File: src/design/cvfd_pkg.sv
// shared constants, types and functions of the ci-v frequency frame decoder
// no dependencies
`timescale 1ns / 1ps
`default_nettype none

package cvfd_pkg;

   localparam int WINDOW_BYTES = 16;

   localparam int FREQ_WIDTH = 34;
   localparam int DATA_BYTES = 5;

   localparam logic [7:0] END_MARK   = 8'hFD;
   localparam logic [7:0] PREAMBLE   = 8'hFE;
   localparam logic [7:0] CTRL_RESET = 8'hE0;

   // weight of the low nibble, most significant data byte first
   localparam logic [FREQ_WIDTH-1:0] LO_WEIGHT [DATA_BYTES] = '{
      34'd100000000, 34'd1000000, 34'd10000, 34'd100, 34'd1
   };
   // weight of the high nibble, ten times the low one
   localparam logic [FREQ_WIDTH-1:0] HI_WEIGHT [DATA_BYTES] = '{
      34'd1000000000, 34'd10000000, 34'd100000, 34'd1000, 34'd10
   };

   typedef struct packed {
      logic is_preamble;
      logic is_ctrl;
   } cvfd_match_type;

   // nibbles above 9 keep their plain value
   function automatic logic [FREQ_WIDTH-1:0] bcd_byte_value(
      input logic [7:0]            b,
      input logic [FREQ_WIDTH-1:0] w_hi,
      input logic [FREQ_WIDTH-1:0] w_lo
   );
      logic [FREQ_WIDTH-1:0] hi_ext;
      logic [FREQ_WIDTH-1:0] lo_ext;
      hi_ext = {{(FREQ_WIDTH-4){1'b0}}, b[7:4]};
      lo_ext = {{(FREQ_WIDTH-4){1'b0}}, b[3:0]};
      return hi_ext * w_hi + lo_ext * w_lo;
   endfunction

endpackage

`default_nettype wire

File: src/design/ci_v_frequency_frame_decoder.sv
// ci-v frequency report decoder: top level with window chain and decode pipeline
// depends on cvfd_pkg and cvfd_cell
//
// usage:
//   req channel: one received serial byte per transaction on req_rx_byte.
//   rsp channel: one transaction per recognized frequency report, carrying the
//     frequency in hertz and short_frame (1 for four data bytes, 0 for five).
//   csr channel: writes the controller address; csr_ready is always high.
//     write it only while no report is in flight.
//   every byte shifts into a chain of byte cells; on the end marker 0xFD the
//   cells ahead of it are matched against preamble, address and layout.
//   throughput: one byte per cycle, sustained, as long as rsp is taken.
//   path: after its end marker is taken, a report passes the weighting stage,
//     then the summing stage into the output register, before it shows on rsp.
//   stall: with rsp held off, one more report waits in the weighting stage;
//     req_ready drops only when both stages are full.
//   reset: window cleared to zero bytes, controller address back to 0xE0,
//     both pipeline stages empty.
`timescale 1ns / 1ps
`default_nettype none

module ci_v_frequency_frame_decoder (
   input  wire logic                              clock,
   input  wire logic                              reset,
   input  wire logic                              req_valid,
   output logic                                   req_ready,
   input  wire logic [7:0]                        req_rx_byte,
   output logic                                   rsp_valid,
   input  wire logic                              rsp_ready,
   output logic [cvfd_pkg::FREQ_WIDTH-1:0]        rsp_frequency_hz,
   output logic                                   rsp_short_frame,
   input  wire logic                              csr_valid,
   output logic                                   csr_ready,
   input  wire logic [7:0]                        csr_controller_address
);

   localparam int NB = cvfd_pkg::WINDOW_BYTES;
   localparam int DB = cvfd_pkg::DATA_BYTES;
   localparam int FW = cvfd_pkg::FREQ_WIDTH;

   logic [7:0]               ctrl_addr_ff;
   logic [7:0]               ctrl_addr_in;

   logic [7:0]               cell_byte [NB];
   cvfd_pkg::cvfd_match_type cell_match [NB];

   logic                     accept;
   logic                     advance_out;
   logic                     hit_four;
   logic                     hit_five;
   logic                     frame_hit;

   logic [7:0]               aligned [DB];

   logic                     mid_valid_ff;
   logic                     mid_valid_in;
   logic [FW-1:0]            mid_term_ff [DB];
   logic [FW-1:0]            mid_term_in [DB];
   logic                     mid_short_ff;
   logic                     mid_short_in;

   logic                     rsp_valid_ff;
   logic                     rsp_valid_in;
   logic [FW-1:0]            rsp_freq_ff;
   logic [FW-1:0]            rsp_freq_in;
   logic                     rsp_short_ff;
   logic                     rsp_short_in;

   // configuration register
   assign csr_ready    = 1'b1;
   assign ctrl_addr_in = (csr_valid && csr_ready) ? csr_controller_address : ctrl_addr_ff;

   always_ff @(posedge clock) begin
      if (reset) begin
         ctrl_addr_ff <= cvfd_pkg::CTRL_RESET;
      end else begin
         ctrl_addr_ff <= ctrl_addr_in;
      end
   end

   // handshake
   assign advance_out = !rsp_valid_ff || rsp_ready;
   assign req_ready   = !mid_valid_ff || advance_out;
   assign accept      = req_valid && req_ready;

   // receive window chain, newest byte enters cell 0
   for (genvar k = 0; k < NB; k++) begin : g_cell
      cvfd_cell u_cell (
         .clock     (clock),
         .reset     (reset),
         .shift_en  (accept),
         .byte_in   ((k == 0) ? req_rx_byte : cell_byte[(k == 0) ? 0 : k-1]),
         .ctrl_addr (ctrl_addr_ff),
         .byte_out  (cell_byte[k]),
         .match     (cell_match[k])
      );
   end

   // cell k holds what becomes window position k+1 once the end marker enters
   assign hit_four = cell_match[6].is_ctrl && cell_match[7].is_preamble &&
                     cell_match[8].is_preamble;
   assign hit_five = cell_match[7].is_ctrl && cell_match[8].is_preamble &&
                     cell_match[9].is_preamble;
   assign frame_hit = accept && (req_rx_byte == cvfd_pkg::END_MARK) &&
                      (hit_four || hit_five);

   // four-byte reports get a zero top byte so both layouts share the weights
   always_comb begin
      if (hit_four) begin
         aligned[0] = 8'h00;
         for (int i = 1; i < DB; i++) begin
            aligned[i] = cell_byte[i-1];
         end
      end else begin
         for (int i = 0; i < DB; i++) begin
            aligned[i] = cell_byte[i];
         end
      end
   end

   always_comb begin
      for (int i = 0; i < DB; i++) begin
         mid_term_in[i] = frame_hit ?
            cvfd_pkg::bcd_byte_value(aligned[i], cvfd_pkg::HI_WEIGHT[i],
                                     cvfd_pkg::LO_WEIGHT[i]) :
            mid_term_ff[i];
      end
   end

   assign mid_short_in = frame_hit ? hit_four : mid_short_ff;
   assign mid_valid_in = frame_hit || (mid_valid_ff && !advance_out);

   // summing stage
   assign rsp_valid_in = mid_valid_ff || (rsp_valid_ff && !rsp_ready);
   assign rsp_freq_in  = (mid_valid_ff && advance_out) ?
      ((mid_term_ff[0] + mid_term_ff[1]) + (mid_term_ff[2] + mid_term_ff[3]))
         + mid_term_ff[4] :
      rsp_freq_ff;
   assign rsp_short_in = (mid_valid_ff && advance_out) ? mid_short_ff : rsp_short_ff;

   always_ff @(posedge clock) begin
      if (reset) begin
         mid_valid_ff <= 1'b0;
         rsp_valid_ff <= 1'b0;
      end else begin
         mid_valid_ff <= mid_valid_in;
         rsp_valid_ff <= rsp_valid_in;
      end
   end

   always_ff @(posedge clock) begin
      mid_term_ff  <= mid_term_in;
      mid_short_ff <= mid_short_in;
      rsp_freq_ff  <= rsp_freq_in;
      rsp_short_ff <= rsp_short_in;
   end

   assign rsp_valid        = rsp_valid_ff;
   assign rsp_frequency_hz = rsp_freq_ff;
   assign rsp_short_frame  = rsp_short_ff;

endmodule

`default_nettype wire

File: src/design/cvfd_cell.sv
// one byte cell of the receive window shift chain
// depends on cvfd_pkg
`timescale 1ns / 1ps
`default_nettype none

module cvfd_cell (
   input  wire logic                    clock,
   input  wire logic                    reset,
   input  wire logic                    shift_en,
   input  wire logic [7:0]              byte_in,
   input  wire logic [7:0]              ctrl_addr,
   output logic [7:0]                   byte_out,
   output cvfd_pkg::cvfd_match_type     match
);

   logic [7:0] byte_ff;
   logic [7:0] byte_in_mux;

   assign byte_in_mux = shift_en ? byte_in : byte_ff;

   always_ff @(posedge clock) begin
      if (reset) begin
         byte_ff <= 8'h00;
      end else begin
         byte_ff <= byte_in_mux;
      end
   end

   assign byte_out          = byte_ff;
   assign match.is_preamble = (byte_ff == cvfd_pkg::PREAMBLE);
   assign match.is_ctrl     = (byte_ff == ctrl_addr);

endmodule

`default_nettype wire

File: config.mk
export PLATFORM = sky130hd
export DESIGN_NAME = ci_v_frequency_frame_decoder
export DESIGN_NICKNAME = d
export VERILOG_FILES = /design/src/design/cvfd_pkg.sv /design/src/design/ci_v_frequency_frame_decoder.sv /design/src/design/cvfd_cell.sv
export SDC_FILE = /design/constraint.sdc
export NUM_CORES = 1
export LEC_CHECK = 0
export BUFFER_PORTS_ARGS = -buffer_cell sky130_fd_sc_hd__clkbuf_2
export CELL_PAD_IN_SITES_DETAIL_PLACEMENT = 0
export CELL_PAD_IN_SITES_GLOBAL_PLACEMENT = 2
export CORE_MARGIN = 2
export CORE_UTILIZATION = 42
export DETAILED_ROUTE_END_ITERATION = 7
export PLACE_DENSITY = 0.84
export SYNTH_ARGS = -nofsm -noshare
export SYNTH_HDL_FRONTEND = slang
export SYNTH_SLANG_ARGS = --single-unit
File: constraint.sdc
create_clock -name clock -period 7.9 [get_ports clock]
set_input_delay 1.58 -clock clock [delete_from_list [all_inputs] [get_ports clock]]
set_output_delay 1.58 -clock clock [all_outputs]
set_load 0.02 [all_outputs]
After elaboration in Yosys (flattened, before gate mapping)
Index checks and enable logic that the tools add are counted.
- multipliers: 9
- equality and inequality tests: 6
- mux-type cells: 1
- reductions and logical operators: 19
- add/sub/neg operators: 9
- operator list (cell ; count):
    34-bit adder ; 4
    40-bit 2-to-1 mux ; 1
    34-bit by 31-bit adder with 34-bit output ; 1
    8-bit equality test, second input constant ; 4
    28-bit by 24-bit adder with 29-bit output ; 1
    4-bit by 21-bit multiplier with 25-bit output, second input constant ; 1
    4-bit by 19-bit multiplier with 23-bit output, second input constant ; 1
    21-bit by 18-bit adder with 22-bit output ; 1
    4-bit by 17-bit multiplier with 21-bit output, second input constant ; 1
    4-bit by 14-bit multiplier with 18-bit output, second input constant ; 1
    8-bit equality test ; 2
    4-bit by 12-bit multiplier with 16-bit output, second input constant ; 1
    14-bit by 11-bit adder with 15-bit output ; 1
    4-bit by 10-bit multiplier with 14-bit output, second input constant ; 1
    4-bit by 7-bit multiplier with 11-bit output, second input constant ; 1
    1-bit logical AND ; 10
    8-bit by 4-bit adder with 9-bit output ; 1
    4-bit by 5-bit multiplier with 9-bit output, second input constant ; 1
    4-bit by 3-bit multiplier with 7-bit output, second input constant ; 1
    1-bit logical OR ; 5
    1-bit zero test ; 4
- input bits: 21
- output and inout bits: 38
- register bits: 296
- word-level logic and storage cells: 65

Logic depth before layout (Yosys ltp)
- word-level depth: 7
- depth in mapped cells: 30
- gate-level depth less buffers: 27

Hierarchy
Synthesis repeated with hierarchy kept, for this count alone.
- cell total of the unflattened synthesis: 1862
- area, all modules: 18695.4 um^2
- modules (own cells, without submodules) (module ; sequential area each (um^2) ; times used ; area each (um^2) ; cells an instance):
    ci_v_frequency_frame_decoder ; 3953.8 ; 1 ; 14791.7 ; 1462
    cvfd_cell ; 160.2 ; 10 ; 390.4 ; 40

Worst setup path before layout
No wires, ideal clock.
- path kind: register to register
- start point: reg ctrl_addr_ff[3]
- end point: reg mid_term_ff[169] in the netlist's numbering, data pin
- clock period less this slack: 6632 ps
- setup time: 262 ps
- required time: 7638 ps
- data arrival time: 6370 ps
- slack: 1268 ps
- stages on the path, launching flop included: 31
- buffers on the path: 3
- cell sequence: dfxtp_1 > xor2_1 > nor4_2 > and4_4 > buf_8 > clkbuf_1 > clkbuf_1 > nor2_1 > ha_1 > inv_1 > fa_1 > inv_1 > fa_1 > a21o_1 > a21oi_1 > o21bai_1 > a21oi_1 > o21bai_1 > a211oi_1 > o21bai_1 > xor2_1 > ha_1 > nand2_1 > o21ai_0 > o21ai_0 > a21oi_1 > a211o_1 > a21o_1 > a21oi_2 > nor3b_1 > xnor2_1
- longest elaborated chain between the ends: 6
- elaborated cells between the ends (all ways): 7
- classes of those cells: 1 x add/sub; 2 x mul; 1 x eq/ne; 1 x mux; 2 x reduce/logical
- ends and longest elaborated chain (item ; line ; RTL):
    from (decl) ; ci_v_frequency_frame_decoder.sv:41 ; logic [7:0] ctrl_addr_ff;
    from (signal assigned) ; ci_v_frequency_frame_decoder.sv:75 ; ctrl_addr_ff <= cvfd_pkg::CTRL_RESET;
    from (signal assigned) ; ci_v_frequency_frame_decoder.sv:77 ; ctrl_addr_ff <= ctrl_addr_in;
    8-bit equality test * ; cvfd_cell.sv:31 ; assign match.is_ctrl = (byte_ff == ctrl_addr);
    1-bit logical AND * (2 in series) ; ci_v_frequency_frame_decoder.sv:100 ; assign hit_four = cell_match[6].is_ctrl && cell_match[7].is_preamble &&
    40-bit 2-to-1 mux * ; ci_v_frequency_frame_decoder.sv:109 ; if (hit_four) begin
    4-bit by 21-bit multiplier with 25-bit output or 4-bit by 19-bit multiplier with 23-bit output (tied branches) ; cvfd_pkg.sv:41 ; return hi_ext * w_hi + lo_ext * w_lo;
    34-bit by 31-bit adder with 34-bit output * ; cvfd_pkg.sv:41 ;
    to (signal assigned) ; ci_v_frequency_frame_decoder.sv:152 ; mid_term_ff <= mid_term_in;
    to (decl) ; ci_v_frequency_frame_decoder.sv:57 ; logic [FW-1:0] mid_term_ff [DB];
Every way passes the cells marked *; elsewhere a longest branch is shown, timed or not.
A chain may end at the register's enable or synchronous reset.

Worst setup path in the final report
- start point: reg g_cell[7].u_cell.byte_ff[0]
- end point: reg mid_term_ff[169] in the netlist's numbering, data pin
- longest elaborated chain between the ends: 6
- elaborated cells between the ends (all ways): 7
- classes of those cells: 1 x add/sub; 2 x mul; 1 x eq/ne; 1 x mux; 2 x reduce/logical
- ends and longest elaborated chain (item ; line ; RTL):
    from (decl) ; cvfd_cell.sv:16 ; logic [7:0] byte_ff;
    from (signal assigned) ; cvfd_cell.sv:25 ; byte_ff <= byte_in_mux;
    8-bit equality test * ; cvfd_cell.sv:30 ; assign match.is_preamble = (byte_ff == cvfd_pkg::PREAMBLE);
    1-bit logical AND * (2 in series) ; ci_v_frequency_frame_decoder.sv:100 ;
    40-bit 2-to-1 mux * ; ci_v_frequency_frame_decoder.sv:109 ;
    4-bit by 21-bit multiplier with 25-bit output or 4-bit by 19-bit multiplier with 23-bit output (tied branches) ; cvfd_pkg.sv:41 ;
    34-bit by 31-bit adder with 34-bit output * ; cvfd_pkg.sv:41 ;
Marks and branches as above.

==> results by group <==
Clocking
  – TritonCTS clock tree: done
  – CTS Buf Count: 26
  – # H-tree levels: 1
  – CTS root buffer: clkbuf_16
  – Reg clk slew, reported paths: 0.06 ns
  – Clk_lat worst skew: 0.55 ns
  – Post-CTS Hold Buffers: 0
  – TritonCTS Sinks: 215
  – Setup bufs post-CTS: 0
  – CTS resizes: 0
  – Clk buf depth: 3

Drt
  – Top routing layer used: met4
  – DRC Markers: 0
  – Routed Antenna Nets: 0
  – Drt total wl: 41.1 mm
  – Drt wl/cell: 16.7 um
  – Drt first-iter violations: 703
  – Vias per std cell: 5.26
  – Routed wl met2: 19.6 mm
  – Via Count: 12976
  – Met3 WL: 1.11 mm
  – Met1 wire length: 19.6 mm
  – TritonRoute pass-1 iters: 4

Critical path
  – Crit start category: flop
  – WP data arrival: 7.02 ns
  – Max Fanout on Critical Path: 10
  – Critical path type: reg -> reg
  – WP data required: 8.20 ns
  – CP endpoint kind: flop

Placed design
  – Placed instance area: 18800 um^2
  – DP Worst Slack: 1.19 ns
  – Cells after DPL: 2419
  – Post-DP HPWL: 32.1 mm
  – Port Buf Inserts: 57
  – Routability Congestion: 0.863

Global routing
  – Initial antenna violation count: 0
  – Vias in the first global route: 12625
  – Largest net degree at the start of global routing: 91
  – GRT overflow: 0
  – Total track usage: 18.5%
  – Global-route wire length before repair: 65.8 mm

Die
  – Starting Density: 42.7%
  – Die Y: 211 um
  – Die X: 211 um
  – I/O Pins: 59
  – Rows: 75
  – Die ar.: 44400 um^2
  – Core area: 42000 um^2

Yosys
  – Primary FF master, synth: edfxtp_1
  – Syn Area/Cell: 9.68 um^2
  – Cell variety after synth: 80
  – Post-synth ARST share: 0%
  – Mapped Cells: 1856
  – Synth Net Count: 2242
  – EDFF count, synth: 125
  – Synth warnings: 0
  – Flops & latches, synth: 215
  – Seq/Total Area, Yosys: 30.9%
  – Post-Syn Area: 18000 um^2

Power
  – Tot Pwr: 0.00299 W
  – Leakage power: 9.38 nW
  – PD cells: 151 nW/um^2
  – Worst VDD drop: 0.133 mV

Layout
  – Multi-input logic area: 11800 um^2
  – Fin cells: 2467
  – Fill count: 4059
  – Layout cells sized above 1: 7.88%
  – Diode count: 0
  – Register area: 5560 um^2
  – NumNets Final: 2294
  – Finished Cell Area: 19800 um^2
  – Area Overhead vs Synth: 9.97%

Timing
  – Worst setup margin: 1.18 ns
  – Clk_skew: 0.0242 ns
  – Worst-Margin Slew: 0.991 ns
  – Final hold violations: 0
  – Tcrit/Tclk final: 85.0%
  – Setup TNS: 0 ns
  – Slew margin rel.: 33.9%
  – Fmax: 0.149 GHz
  – Final setup fails: 0
  – Slew Viols, Final: 0
  – Unrepaired setup endpoints after global routing: no
  – Fin crit period: 6.72 ns

Worst hold path
  – Hold Path Class: reg -> reg

Status
  – Status: finished, final reports clean

Run
  – Max-cap viol count: 0
==> final timing paths <==
kind | startpoint | to | slack, ns | cells past startpoint
min reg2reg | mid_short_ff$_DFFE_PP_ | rsp_short_frame$_DFFE_PP_ | 0.42 | 0
min | mid_short_ff$_DFFE_PP_ | rsp_short_frame$_DFFE_PP_ | 0.42 | 0
max | g_cell[7].u_cell.byte_out[0]$_SDFFE_PP0P_ | mid_term_ff[169]$_DFFE_PP_ | 1.18 | 27
max reg2reg | g_cell[7].u_cell.byte_out[0]$_SDFFE_PP0P_ | mid_term_ff[169]$_DFFE_PP_ | 1.18 | 27
==> kinds of logic (layout without fill, tap and decap cells) <==
| family | after synthesis | after routing | synth area share [%] |
|---|---|---|---|
| AO/OA/AOI/OAI | 410 | 410 | 14.5 |
| XOR/XNOR | 181 | 181 | 8.91 |
| adder cells (fa/ha/maj) | 365 | 365 | 28.2 |
| buffers and inverters | 173 | 245 | 3.71 |
| flip-flops | 215 | 215 | 30.9 |
| multiplexers | 21 | 21 | 1.25 |
| other | 1 | 1 | 0.0209 |
| AND/OR/NAND/NOR | 490 | 490 | 12.5 |
==> layout make-up <==
cell class | count | area share (%)
flip-flops and latches | 215 | 28.1
well taps | 539 | 3.41
repair buffers | 65 | 1.75
inverters | 132 | 2.52
clock buffers | 41 | 4.15
multi-input cells | 1468 | 59.5
clock inverters | 7 | 0.507
==> critical path, stage by stage (launching register included) <==
cell,delay (ns)
dfxtp_1,0.35
nand4b_1,0.25
nor4_4,0.30
nand4_1,0.39
and2_1,0.38
ha_1,0.40
inv_1,0.08
fa_1,0.50
inv_1,0.08
fa_1,0.47
a21o_1,0.21
a21oi_1,0.23
o21bai_1,0.09
a21oi_1,0.23
o21bai_1,0.12
a211oi_1,0.31
o21bai_1,0.13
xor2_1,0.16
ha_1,0.39
nand2_1,0.17
o21ai_0,0.10
o21ai_0,0.16
a21oi_1,0.09
a211o_1,0.30
a21o_1,0.20
a21oi_2,0.16
nor3b_1,0.08
xnor2_1,0.14
==> state kept, by name, indices dropped and copies added, names as in the netlist <==
register                count
rsp_short_frame             1
mid_valid_ff                1
mid_term_ff                89
rsp_valid                   1
g_cell.u_cell.byte_out     80
rsp_frequency_hz           34
ctrl_addr_ff                8
mid_short_ff                1
==> power breakdown <==
part	internal (W)	switching [W]	leakage (nW)
sequential	0.00120	0.0000102	1.87
clock	0.000779	0.000482	0.457
combinational	0.000204	0.000313	7.06
==> metrics by stage <==
stage                     hold slack (ns)  util (%)
after floorplan                     0.400         -
after global placement              0.405      44.8
after detailed placement            0.405      44.8
after CTS                           0.421      47.0
after global routing                0.444      47.0
final                               0.420      47.0
==> metal layers <==
layer / global-route usage, % / vias up
li1: - / 6622
met1: 25.5 / 6162
met3: 1.84 / 40
met4: 4.10 / 0
met5: 0 / -
met2: 31.6 / 152
==> layout by cell type (no fill, tap or decap), types with 5 or more instances in the layout <==
| master | Yosys | final |
|---|---|---|
| clkbuf_8 | 0 | 7 |
| nand3_1 | 19 | 19 |
| a21boi_0 | 5 | 5 |
| or2_2 | 7 | 7 |
| o21bai_1 | 23 | 23 |
| and2_1 | 9 | 8 |
| o21a_1 | 18 | 18 |
| buf_4 | 1 | 8 |
| and3_1 | 13 | 13 |
| edfxtp_1 | 125 | 125 |
| nand2b_1 | 17 | 17 |
| a211o_1 | 8 | 8 |
| a211oi_1 | 9 | 9 |
| o211ai_1 | 7 | 7 |
| a21oi_1 | 188 | 188 |
| a21o_1 | 47 | 47 |
| inv_1 | 131 | 131 |
| clkbuf_1 | 39 | 5 |
| ha_1 | 299 | 299 |
| xor2_1 | 56 | 56 |
| o21ai_0 | 48 | 48 |
| mux2i_1 | 19 | 19 |
| nand4_1 | 11 | 11 |
| nor3_1 | 23 | 23 |
| clkbuf_2 | 0 | 58 |
| dfxtp_1 | 90 | 90 |
| nor2_1 | 62 | 62 |
| a31oi_1 | 8 | 8 |
| fa_1 | 66 | 66 |
| or3_1 | 7 | 7 |
| clkbuf_16 | 0 | 28 |
| xnor2_1 | 123 | 123 |
| nor2b_1 | 16 | 15 |
| a21oi_2 | 5 | 5 |
| nand2_1 | 281 | 280 |
==> cell usage after synthesis (9+ instances only) <==
cell	number	area, um^2
nor3_1	23	115
o21a_1	18	135
a21o_1	47	353
nor2_1	62	233
mux2i_1	19	190
inv_1	131	492
edfxtp_1	125	3750
o21ai_0	48	240
nand4_1	11	68.8
clkbuf_1	39	146
a211oi_1	9	67.6
o21bai_1	23	173
dfxtp_1	90	1800
fa_1	66	1320
nand3_1	19	95.1
ha_1	299	3740
nand2_1	281	1050
xor2_1	56	490
and3_1	13	81.3
nor2b_1	16	100
nand2b_1	17	106
and2_1	9	56.3
a21oi_1	188	941
xnor2_1	123	1080
Power figures use the tool's default switching activity.
